==> src/nnrms_pkg.sv <==
// Package for the nearest-neighbor RMS error core: request/result structs and constants.
// No dependencies.
`default_nettype none
package nnrms_pkg;
    localparam int CRD_W   = 16;
    localparam int RANGE_W = 35;
    localparam int SUM_W   = 52;
    localparam int CNT_W   = 16;
    localparam int RMS_W   = 18;

    localparam logic CMD_LOAD   = 1'b0;
    localparam logic CMD_SOURCE = 1'b1;

    typedef struct packed {
        logic                    cmd;
        logic                    first;
        logic                    last;
        logic                    coord_invalid;
        logic signed [CRD_W-1:0] px;
        logic signed [CRD_W-1:0] py;
        logic signed [CRD_W-1:0] pz;
    } req_t;

    typedef struct packed {
        logic [RMS_W-1:0] rms_distance;
        logic [CNT_W-1:0] matched_count;
        logic             no_match;
    } res_t;

    // start request from control to the divide/sqrt unit
    typedef struct packed {
        logic             start;
        logic [SUM_W-1:0] sum;
        logic [CNT_W-1:0] count;
    } fin_req_t;
endpackage
`default_nettype wire

==> src/nnrms_finish.sv <==
// Result unit: restoring divide sum/count then bit-pair integer square root.
// Depends on nnrms_pkg.
`default_nettype none
module nnrms_finish
    import nnrms_pkg::*;
(
    input  wire      clk,
    input  wire      rst_n,
    input  fin_req_t fin,
    output logic     busy,
    output logic     done,
    output res_t     res
);
    localparam logic [1:0] S_IDLE = 2'd0;
    localparam logic [1:0] S_DIV  = 2'd1;
    localparam logic [1:0] S_SQRT = 2'd2;

    logic [1:0]       state_reg, state_next;
    logic [5:0]       step_reg, step_next;
    logic [SUM_W-1:0] quo_reg, quo_next;
    logic [CNT_W:0]   rem_reg, rem_next;
    logic [CNT_W-1:0] den_reg, den_next;
    logic [SUM_W-1:0] sv_reg, sv_next;
    logic [SUM_W-1:0] root_reg, root_next;
    logic [SUM_W-1:0] bit_reg, bit_next;
    logic             done_reg, done_next;
    res_t             res_reg, res_next;

    logic [CNT_W:0]   rem_sh;
    logic [SUM_W-1:0] trial;

    always_comb
    begin
        state_next = state_reg;
        step_next  = step_reg;
        quo_next   = quo_reg;
        rem_next   = rem_reg;
        den_next   = den_reg;
        sv_next    = sv_reg;
        root_next  = root_reg;
        bit_next   = bit_reg;
        done_next  = 1'b0;
        res_next   = res_reg;
        rem_sh     = {rem_reg[CNT_W-1:0], quo_reg[SUM_W-1]};
        trial      = root_reg + bit_reg;
        case (state_reg)
            S_IDLE:
            begin
                if (fin.start)
                begin
                    if (fin.count == '0)
                    begin
                        res_next  = '{rms_distance: '0, matched_count: '0, no_match: 1'b1};
                        done_next = 1'b1;
                    end
                    else
                    begin
                        quo_next   = fin.sum;
                        rem_next   = '0;
                        den_next   = fin.count;
                        step_next  = 6'(SUM_W - 1);
                        state_next = S_DIV;
                        res_next.matched_count = fin.count;
                        res_next.no_match      = 1'b0;
                    end
                end
            end
            S_DIV:
            begin
                // one quotient bit per cycle
                if (rem_sh >= {1'b0, den_reg})
                begin
                    rem_next = rem_sh - {1'b0, den_reg};
                    quo_next = {quo_reg[SUM_W-2:0], 1'b1};
                end
                else
                begin
                    rem_next = rem_sh;
                    quo_next = {quo_reg[SUM_W-2:0], 1'b0};
                end
                step_next = step_reg - 6'd1;
                if (step_reg == '0)
                begin
                    sv_next    = quo_next;
                    root_next  = '0;
                    bit_next   = SUM_W'(1) << (SUM_W - 2);
                    state_next = S_SQRT;
                end
            end
            S_SQRT:
            begin
                if (sv_reg >= trial)
                begin
                    sv_next   = sv_reg - trial;
                    root_next = (root_reg >> 1) + bit_reg;
                end
                else
                begin
                    root_next = root_reg >> 1;
                end
                bit_next = bit_reg >> 2;
                if (bit_reg[0])
                begin
                    res_next.rms_distance = root_next[RMS_W-1:0];
                    done_next  = 1'b1;
                    state_next = S_IDLE;
                end
            end
            default:
            begin
                state_next = S_IDLE;
            end
        endcase
    end

    always_ff @(posedge clk or negedge rst_n)
    begin
        if (!rst_n)
        begin
            state_reg <= S_IDLE;
            done_reg  <= 1'b0;
        end
        else
        begin
            state_reg <= state_next;
            done_reg  <= done_next;
        end
    end

    always_ff @(posedge clk)
    begin
        step_reg <= step_next;
        quo_reg  <= quo_next;
        rem_reg  <= rem_next;
        den_reg  <= den_next;
        sv_reg   <= sv_next;
        root_reg <= root_next;
        bit_reg  <= bit_next;
        res_reg  <= res_next;
    end

    assign busy = (state_reg != S_IDLE);
    assign done = done_reg;
    assign res  = res_reg;

    a_rem_lt_den: assert property (@(posedge clk) disable iff (!rst_n)
        state_reg == S_DIV |-> rem_reg < {1'b0, den_reg})
        else $error("divider remainder out of range");
    a_done_pulse: assert property (@(posedge clk) disable iff (!rst_n)
        done_reg |=> !done_reg)
        else $error("done held for more than one cycle");
    a_start_idle: assert property (@(posedge clk) disable iff (!rst_n)
        fin.start |-> state_reg == S_IDLE)
        else $error("start while busy");
endmodule
`default_nettype wire

==> config.mk <==
export PLATFORM = sky130hd
export DESIGN_NAME = nnrms_finish
export DESIGN_NICKNAME = d
export VERILOG_FILES = /design/src/nnrms_pkg.sv /design/src/nnrms_finish.sv
export SDC_FILE = /design/constraint.sdc
export NUM_CORES = 1
export LEC_CHECK = 0
export BUFFER_PORTS_ARGS = -buffer_cell sky130_fd_sc_hd__buf_2
export CAP_MARGIN = 25
export CORE_MARGIN = 5
export CORE_UTILIZATION = 38
export CTS_CLUSTER_SIZE = 14
export DETAILED_ROUTE_END_ITERATION = 6
export MAX_ROUTING_LAYER = met4
export REMOVE_ABC_BUFFERS = 1
export SLEW_MARGIN = 20
export SYNTH_ARGS = -nofsm -noshare
export SYNTH_HDL_FRONTEND = slang
export SYNTH_SLANG_ARGS = --single-unit
export TNS_END_PERCENT = 100
==> constraint.sdc <==
create_clock -name clk -period 8.85 [get_ports clk]
set_input_delay 0 -clock clk [delete_from_list [all_inputs] [get_ports clk]]
set_output_delay 0 -clock clk [all_outputs]
set_load 0.02 [all_outputs]
==> results of run 1 <==
[synthesized netlist by cell type (16+ instances only)]
cell type,number,share of area
a211oi_1,38,0.016
nor3_1,35,0.010
xnor2_1,84,0.042
nor2_1,134,0.029
clkbuf_1,70,0.015
o31ai_1,16,0.0069
nand4_1,29,0.010
ha_1,124,0.090
a21oi_1,103,0.030
inv_1,40,0.0087
nor2b_1,28,0.010
and2_1,38,0.014
nand2_1,324,0.070
a21o_1,28,0.012
nand3_1,24,0.0069
edfxtp_1,255,0.44
o21ai_0,118,0.034
o21bai_1,29,0.013
a31oi_1,45,0.016
xor2_1,66,0.033
[routing by layer]
layer	track usage	up-vias	part of all wire
li1	-	6936	-
met4	0.0474	0	0.025
met1	0.255	6638	0.48
met5	-	-	0
met2	0.278	366	0.44
met3	0.0224	72	0.047
[timing repair]
action,in CTS,in global routing
hold buffers,70,0
endpoints found under the hold margin,87,0
setup endpoints to repair,0,0
setup buffers,0,0
[tightest hold or removal path, cell delays in order]
cell and delay (ns):
buf_2 0.11, nand2b_1 0.19, nor3_4 0.15
[power by group through the flow]
stage	clock network (mW)	registers (mW)	logic, mW
2_1_floorplan	0	1.82	0.763
3_3_place_gp	0	1.84	1.03
3_5_place_dp	0	1.84	1.05
4_1_cts	1.34	1.82	1.08
5_1_grt	1.40	1.84	1.23
6_report	1.31	1.82	1.07
[worst min-delay path by stage]
stage / end / slack [ns] / cells past startpoint
after global placement: done / -0.19 / 1
final: den_reg[10] / 0.08 / 3
after floorplan: done / -0.30 / 0
after detailed placement: done / -0.19 / 1
after CTS: den_reg[10] / 0.06 / 3
after global routing: den_reg[10] / 0.09 / 3
[per-stage QoR]
stage,cells,utilization,hold slack (ns)
after floorplan,1733,-,-0.296
after detailed placement,2453,0.408,-0.192
final,2579,0.447,0.0842
after global placement,2452,0.408,-0.193
after CTS,2578,0.447,0.0617
after global routing,2578,0.447,0.0865
[layout make-up]
cell class | instances | area, um2 | share of cell area
sequential | 258 | 7730 | 0.383
timing repair buffer | 190 | 1350 | 0.0670
tap | 600 | 751 | 0.0372
antenna | 1 | 2.50 | 0.000124
clock buffer | 42 | 867 | 0.0429
clock inverter | 13 | 174 | 0.00861
inverter | 42 | 160 | 0.00793
multi-input combinational | 1433 | 9160 | 0.453
[cells by family (layout without fill, tap and decap cells)]
family | after synthesis | count (layout)
AND/OR/NAND/NOR | 677 | 677
AO/OA/AOI/OAI | 478 | 478
flip-flops | 258 | 258
XOR/XNOR | 150 | 150
adder cells (fa/ha/maj) | 126 | 126
buffers and inverters | 123 | 287
multiplexers | 2 | 2
other | 0 | 1
==> summary.md, run 1 <==
| Metric | Value |
|---|---|
| Worst reg2reg startpoint | `bit_reg[0]` |
| CP max stage delay | `0.70 ns` |
| Max Freq | `145 MHz` |
| Reg-to-reg endpoint | `sv_reg[48]` |
| Adder-cell share of the synthesized area | `0.0919` |
| Number of setup violations in the final report | `0` |
| Critical path type | `flip-flop to flip-flop` |
| DIE WIDTH | `223 um` |
| CP endpoint kind | `flip-flop` |
| Pwr/cell area | `208 nW/um2` |
| Area post-placement | `approximately 18000 um2` |
| Crit-path most repeated cell | `ha_1` |
| CTS Buf Count | `30` |
| P_sw | `1.30 mW` |
| Sw Share | `0.309` |
| Pint | `2.90 mW` |
| Share of cells above drive strength 1 | `0.104` |
| Critical path depth in cells | `23` |
| Largest net degree at the start of global routing | `94` |
| Reg-to-reg slack, setup | `1.97 ns` |
| Setup TNS | `0 ns` |
| Clock share of power | `0.312` |
| Pre-Repair DR Iteration Count | `5` |
| Ys Warns | `0` |
| Vias in the first global route | `between 10k and 15k` |
| Top delay family on crit path | `compound AO/OA/AOI/OAI gates` |
| Synth unique cells | `79` |
| Area growth syn-to-layout | `16.7%` |
| Critical Path RT | `9.08 ns` |
| Critical Path AT | `7.10 ns` |
| Die Ht | `223 um` |
| Avg Vias per Cell | `around 5.4` |
| Largest family of logic cells by synthesized area | `compound AO/OA/AOI/OAI gates` |
| Antenna violations before repair | `0` |
| WL/cell | `17.5 um` |
| Combinational power share | `0.255` |
| Commonest cells after routing, fill and taps aside | `nand2_1, edfxtp_1, nor2_1` |
| CTS tree | `built` |
| Post-CTS resize count | `0` |
| Hold_sp | `fin[68]` |
| Pwr Total | `about 4.2 mW` |
| Sequential Power Share | `0.433` |
| Die ar. | `49900 um2` |
| DRT antenna net count | `0` |
| Fillers | `between 4k and 5k` |
| Slack of the critical path | `between 1.5 and 2 ns` |
| Post-synthesis compound-gate area fraction | `0.179` |
| Max Cap Viol | `0` |
| Tightest Hold Check Type | `primary input to flip-flop` |
| Area of the core | `45200 um2` |
| Syn Area/Cell | `9.55 um2` |
| CTS Root Cell | `clkbuf_16` |
| DR vias | `between 10k and 15k` |
| Gr usage total | `0.181` |
| Nets | `2152` |
| Primary FF master, synth | `edfxtp_1` |
| I/O Pins | `108` |
| Num Clock Sinks | `258` |
| Post-synthesis async set-or-reset flop share | `0.0116` |
| Port bufs | `107` |
| Clock-pin transition on the worst setup and hold timing paths | `0.06 ns` |
| Synth Area in Simple Gates | `0.177` |
| GPL Wtd Cong | `0.915` |
| Crit path buf inv count | `1` |
| Endpoints failing hold | `0` |
| Number of DRC markers in iteration 0 | `about 980` |
| Setup slack at placement | `1.96 ns` |
| Static Leakage | `8.01 nW` |
| Worst path cell trace | `ha_1 -> ha_1 -> a21o_1 -> a31o_2 -> a21oi_1 -> o211ai_1 -> a31oi_1 -> o31ai_1 -> o311a_1 -> o21ba_2 -> o21ai_0 -> xor2_1 -> ha_1 -> nand2_1 -> nor2_1 -> nand4_1 -> o21ai_1 -> a311o_1 -> or3_1 -> a311oi_4 -> or2_2 -> o21ai_4 -> buf_4` |
| Crit path launch | `bit_reg[0]` |
| First-pass GRT wire length | `72.8 mm` |
| Slew at the pin closest to its max-slew limit | `just over 1 ns` |
| Synth Instances | `between 1.5k and 2k` |
| CP max stage cell | `a311oi_4` |
| Clock Skew | `0.0156 ns` |
| Rows | `78` |
| Post-synthesis mux area share | `0.00123` |
| Crit path to | `sv_reg[48]` |
| RSZ-0062 raised after global routing | `false` |
| Status | `completed` |
| Post-layout min period | `6.88 ns` |
| Initial core utilization | `0.383` |
| Post-DP HPWL | `32.4 mm` |
| Crit start category | `flip-flop` |
| Number of flops mapped to enable cells by yosys | `approximately 260` |
| Slew headroom | `0.320` |
| DRC | `0` |
| Period utilization | `0.777` |
| Post-Synth XOR/XNOR Area | `0.0759` |
| Most common cell after layout, fill and taps aside | `nand2_1` |
| Worst skew pair latency | `0.57 ns` |
| Synth Register Bits | `about 260` |
| Mapped Area | `17300 um2` |
| Final instance area | `20200 um2` |
| H-tree depth | `1` |
| Routed WL | `between 40 and 50 mm` |
| R2R cell count | `23` |
| Maximum VDD drop | `220 uV` |
| GRT Residual Overflow | `0` |
| Clock Path Buffers | `3` |
| Final Slew Violations | `0` |
| CP Max Fanout | `52` |
| Post-synthesis sequential area ratio | `0.447` |
(Power assumes the default switching activity.)
==> inputs of run 2 (changes only) <==
- ABC_AREA: not set -> 1
- clock period: 8.85 -> 6.6 ns (I/O delays scaled with it)
==> run 2 against run 1 <==
  * Critical path depth up 1
  * Worst setup slack worse by 1.0 ns
  * Utilization down 0.78 points
  * Synthesized area up 26%
  * Clock power up 32%
  * Critical endpoint is now sv_reg[11]
  * Largest power group unchanged
==> summary.md, run 2 <==
| Metric | Value |
|---|---|
| Status | `completed` |
| ANT cells | `0` |
| First-pass GRT wire length | `approximately 110 mm` |
| Max Cap Viol | `0` |
| RSZ-0062 raised after global routing | `false` |
| Clock share of power | `0.281` |
| Combinational power share | `0.322` |
| CP Max Fanout | `24` |
| Top cell type's share of synthesized area | `0.351` |
| DRC | `0` |
| Post-CTS Setup Repair Bufs | `0` |
| Mapped Area | `approximately 22000 um2` |
| Commonest cells after routing, fill and taps aside | `nand2_1, inv_1, nor2_1` |
| Share of cells above drive strength 1 | `0.0622` |
| Largest net degree at the start of global routing | `69` |
| Area of the core | `56600 um2` |
| Synth Register Bits | `258` |
| Synth cell count leaders | `nand2_1, inv_1, nor2_1, edfxtp_1, nand3_1` |
| Final instance area | `24900 um2` |
| Rows | `87` |
| CTS Buf Count | `31` |
| Pint | `3.98 mW` |
| Period utilization | `0.854` |
| Gr usage total | `0.236` |
| Tightest Hold Check Type | `primary input to flip-flop` |
| Clock Skew | `0.0232 ns` |
| Critical Path AT | `~5.9 ns` |
| Fillers | `6054` |
| Reg-to-reg slack, setup | `0.97 ns` |
| Static Leakage | `approximately 12 nW` |
| DIE WIDTH | `250 um` |
| Top-count cell post-synth | `nand2_1` |
| Clock-pin transition on the worst setup and hold timing paths | `0.06 ns` |
| CTS tree | `built` |
| Slew headroom | `0.421` |
| Port bufs | `107` |
| Sequential Power Share | `0.398` |
| Endpoints failing hold | `0` |
| Most common cell after layout, fill and taps aside | `nand2_1` |
| Routed WL | `74.5 mm` |
| Antenna violations before repair | `0` |
| Avg Vias per Cell | `5.01` |
| P_sw | `about 2.2 mW` |
| Nets | `3629` |
| Post-layout min period | `between 5 and 6 ns` |
| Die ar. | `62300 um2` |
| Clock Path Buffers | `3` |
| Initial core utilization | `0.385` |
| Max Freq | `177 MHz` |
| GRT Residual Overflow | `0` |
| Sw Share | `0.356` |
| Critical Path RT | `6.88 ns` |
| Synth area leaders | `edfxtp_1, nand2_1, inv_1` |
| Number of flops mapped to enable cells by yosys | `about 260` |
| Worst hold slack | `around 0.15 ns` |
| Number of DRC markers in iteration 0 | `1968` |
| GPL Wtd Cong | `0.995` |
| Vias in the first global route | `19.7k` |
| Crit start category | `flip-flop` |
| DRT antenna net count | `0` |
| Synth Instances | `approximately 3.3k` |
| Worst skew pair latency | `0.60 ns` |
| Post-DP HPWL | `~60 mm` |
| WL/cell | `around 18 um` |
| Post-synthesis async set-or-reset flop share | `0.0116` |
| Pre-Repair DR Iteration Count | `6` |
| Ys Warns | `0` |
| H-tree depth | `1` |
| CP endpoint kind | `flip-flop` |
| DR vias | `21.1k` |
| Synth unique cells | `45` |
| Area growth syn-to-layout | `14.0%` |
| Slew at the pin closest to its max-slew limit | `0.869 ns` |
| Critical path type | `flip-flop to flip-flop` |
| Final Slew Violations | `0` |
| Num Clock Sinks | `258` |
| CTS Root Cell | `clkbuf_16` |
| Setup TNS | `0 ns` |
| Yosys top cell by area | `edfxtp_1` |
| Area post-placement | `23200 um2` |
| Primary FF master, synth | `edfxtp_1` |
| Pwr/cell area | `248 nW/um2` |
| Multi-input gate area | `11900 um2` |
| Die Ht | `250 um` |
| Number of setup violations in the final report | `0` |
| Syn Area/Cell | `around 6.7 um2` |
| Maximum VDD drop | `~230 uV` |
| Post-CTS resize count | `0` |
| Post-synthesis sequential area ratio | `0.354` |
| I/O Pins | `108` |
| FF+latch area | `7730 um2` |
==> run 2: logic make-up (layout without fill, tap and decap cells) <==
| family | after synthesis | in the layout | share of synthesized area |
|---|---|---|---|
| buffers and inverters | 572 | 754 | 0.100 |
| xor gates and xnor gates | 98 | 98 | 0.0393 |
| and+or+nand+nor | 1922 | 1922 | 0.359 |
| DFF | 258 | 258 | 0.354 |
| AOI/OAI and AO/OA | 297 | 297 | 0.0735 |
| adders and majority gates | 126 | 126 | 0.0730 |
==> run 2: final timing paths <==
path	startpoint	to	depth (start not counted)
max in group asynchronous	rst_n	done	3
setup reg to reg	root_reg[8]	sv_reg[11]	24
hold reg to reg	quo_reg[11]	quo_reg[12]	2
min in group asynchronous	rst_n	state_reg[0]	3
hold / removal	fin[1]	res[2]	2
setup / recovery	root_reg[8]	sv_reg[11]	24
==> run 2: cell type report <==
type / count / share of cell area
clock buffers: 39 / 0.0324
multi-input cells: 2443 / 0.480
flip-flops and latches: 258 / 0.311
well taps: 756 / 0.0380
inverters: 506 / 0.0764
repair buffers: 192 / 0.0545
clock inverters: 17 / 0.00785
==> run 2: routing by layer <==
layer	vias to the layer above	global-route usage	wire (um)
li1	10760	-	-
met1	9529	0.337	35000
met2	691	0.356	32100
met3	98	0.0311	5250
met4	0	0.0627	2210
met5	-	-	0
==> run 2: per-stage QoR <==
step | std cells | worst slack, ns | total power [mW] | utilization
finish | 4211 | 0.966 | 6.17 | 0.439
global route | 4211 | 0.631 | 6.59 | 0.439
CTS | 4211 | 0.984 | 6.22 | 0.439
detailed placement | 4084 | 0.996 | 4.43 | 0.409
global placement | 4083 | 0.979 | 4.42 | 0.409
floorplan | 3207 | 0.111 | 3.86 | -
==> run 2: repair_timing <==
item / in CTS / in global routing
setup endpoints to repair: 0 / 0
hold buffers: 71 / 0
hold endpoints to repair: 93 / 0
==> run 2: critical path: stages (launching register included) <==
cell,delay [ns]
edfxtp_1,0.53
ha_1,0.41
nand2_1,0.16
o21ai_1,0.31
nand2_1,0.11
nand3_1,0.28
nand2_1,0.08
nand2_1,0.28
nand2_1,0.09
nand2_1,0.19
nand3_1,0.16
nand3b_1,0.12
nand2_1,0.11
ha_1,0.38
nand2_1,0.13
nor2_2,0.20
nand2_1,0.11
nor2_1,0.16
nand3_1,0.11
nand3_1,0.11
nor2_2,0.07
nand2_2,0.14
nand2_1,0.11
nand2_2,0.60
buf_4,0.37
==> run 2: power groups by stage <==
stage / combinational (mW) / sequential (mW) / clock [mW]
floorplan: 1.42 / 2.44 / 0
global placement: 1.94 / 2.48 / 0
detailed placement: 1.95 / 2.48 / 0
CTS: 1.99 / 2.46 / 1.77
global route: 2.26 / 2.48 / 1.84
finish: 1.99 / 2.45 / 1.73
==> inputs of run 3 (changes only) <==
- CTS_BUF_LIST: not set -> sky130_fd_sc_hd__clkbuf_16
==> run 3 against run 2 <==
  * Wire length about the same
  * Clock power hardly changed
  * Count of clock-buffer cells in the layout fell by 8
  * Flip-flop and latch count unchanged
  * Critical path depth is the same
  * Global-route usage unchanged
  * Register-to-register slack about the same
==> summary.md, run 3 (synthesized netlist as in run 2, its figures left out) <==
| Metric | Value |
|---|---|
| GRT Residual Overflow | `0` |
| FF+latch area | `7730 um2` |
| Antenna violations before repair | `0` |
| Setup TNS | `0 ns` |
| CTS Buf Count | `31` |
| Rows | `87` |
| DRT antenna net count | `0` |
| Num Clock Sinks | `258` |
| Top delay family on crit path | `simple AND/OR/NAND/NOR gates` |
| CTS Root Cell | `clkbuf_16` |
| Number of setup violations in the final report | `0` |
| First-pass GRT wire length | `114 mm` |
| Clock Skew | `about 0.022 ns` |
| Tightest Hold Check Type | `primary input to flip-flop` |
| DRC | `0` |
| Worst path cell trace | `ha_1 -> nand2_1 -> o21ai_1 -> nand2_1 -> nand3_1 -> nand2_1 -> nand2_1 -> nand2_1 -> nand2_1 -> nand3_1 -> nand3b_1 -> nand2_1 -> ha_1 -> nand2_1 -> nor2_2 -> nand2_1 -> nor2_1 -> nand3_1 -> nand3_1 -> nor2_2 -> nand2_2 -> nand2_1 -> nand2_2 -> buf_4` |
| Post-CTS Setup Repair Bufs | `0` |
| H-tree depth | `1` |
| Period utilization | `0.853` |
| Maximum VDD drop | `~230 uV` |
| Slack of the critical path | `0.969 ns` |
| Endpoints failing hold | `0` |
| Gr usage total | `0.236` |
| DIE WIDTH | `250 um` |
| Commonest cells after routing, fill and taps aside | `nand2_1, inv_1, nor2_1` |
| Clock-pin transition on the worst setup and hold timing paths | `0.06 ns` |
| GPL Wtd Cong | `0.995` |
| Nets | `3629` |
| CP max stage delay | `roughly 0.61 ns` |
| Clock Path Buffers | `3` |
| Vias in the first global route | `19.7k` |
| Share of cells above drive strength 1 | `0.0622` |
| Final Slew Violations | `0` |
| Die ar. | `about 62000 um2` |
| Multi-input gate area | `11900 um2` |
| Area of the core | `56600 um2` |
| Max Freq | `178 MHz` |
| Pre-Repair DR Iteration Count | `7` |
| Port bufs | `107` |
| RSZ-0062 raised after global routing | `false` |
| CP endpoint kind | `flip-flop` |
| CP max stage cell | `nand2_2` |
| Pwr Total | `6.16 mW` |
| Critical Path AT | `approximately 5.9 ns` |
| Routed WL | `74.5 mm` |
| Static Leakage | `11.9 nW` |
| Crit-path most repeated cell | `nand2_1` |
| Crit start category | `flip-flop` |
| Slew at the pin closest to its max-slew limit | `0.870 ns` |
| Crit path buf inv count | `1` |
| Fillers | `6054` |
| Largest net degree at the start of global routing | `69` |
| Initial core utilization | `0.385` |
| Critical path type | `flip-flop to flip-flop` |
| Critical Path RT | `6.88 ns` |
| Status | `completed` |
| Die Ht | `250 um` |
| WL/cell | `around 18 um` |
| CP Max Fanout | `24` |
| Post-DP HPWL | `~60 mm` |
| Max Cap Viol | `0` |
| Slew headroom | `0.420` |
| Area growth syn-to-layout | `14.0%` |
| DR vias | `about 21k` |
| Post-layout min period | `between 5 and 6 ns` |
| Worst skew pair latency | `0.60 ns` |
| CTS tree | `built` |
| I/O Pins | `108` |
| Setup slack at placement | `0.996 ns` |
| ANT cells | `0` |
| Number of DRC markers in iteration 0 | `around 1.8k` |
| Pwr/cell area | `around 250 nW/um2` |
| Most common cell after layout, fill and taps aside | `nand2_1` |
| Avg Vias per Cell | `approximately 5` |
## run 3: final timing paths
kind,from,to,slack [ns],depth (start not counted)
worst min-delay path,fin[1],res[2],0.15,2
min in group asynchronous,rst_n,state_reg[0],0.29,3
worst min register to register,quo_reg[11],quo_reg[12],0.54,2
max in group asynchronous,rst_n,done,6.17,3
worst max-delay path,root_reg[8],sv_reg[11],0.97,24
worst max register to register,root_reg[8],sv_reg[11],0.97,24
## run 3: cell type report
type	count	area share
Multi-Input combinational cell	2443	0.480
Sequential cell	258	0.311
Inverter	506	0.0764
Timing Repair Buffer	192	0.0545
Tap cell	756	0.0380
Clock buffer	31	0.0312
Clock inverter	25	0.00906
## run 3: what timing repair did
action | in CTS | in global routing
endpoints found under the setup margin | 0 | 0
hold buffers | 71 | 0
endpoints found under the hold margin | 93 | 0
resized for setup | 0 | 0
## run 3: report_power, final
| part | internal [mW] | switching [mW] |
|---|---|---|
| Clock | 1.00 | 0.717 |
| Sequential | 2.28 | 0.172 |
| Combinational | 0.680 | 1.31 |
## run 3: metal layers
layer  GRT usage  share of wire  vias to the layer above
li1            -              -                    10754
met1       0.337           0.47                     9541
met2       0.356           0.43                      680
met3      0.0311          0.066                       96
met4      0.0627          0.030                        0
met5           -              0                        -
## run 3: stage by stage
stage               instance area (um2)  utilization  cells  hold WS (ns)
finish                            24900        0.439   4211         0.149
global route                      24900        0.439   4211         0.141
CTS                               24900        0.439   4211         0.115
detailed placement                23200        0.409   4084        -0.203
global placement                  23100        0.409   4083        -0.203
floorplan                         21500            -   3207        -0.296
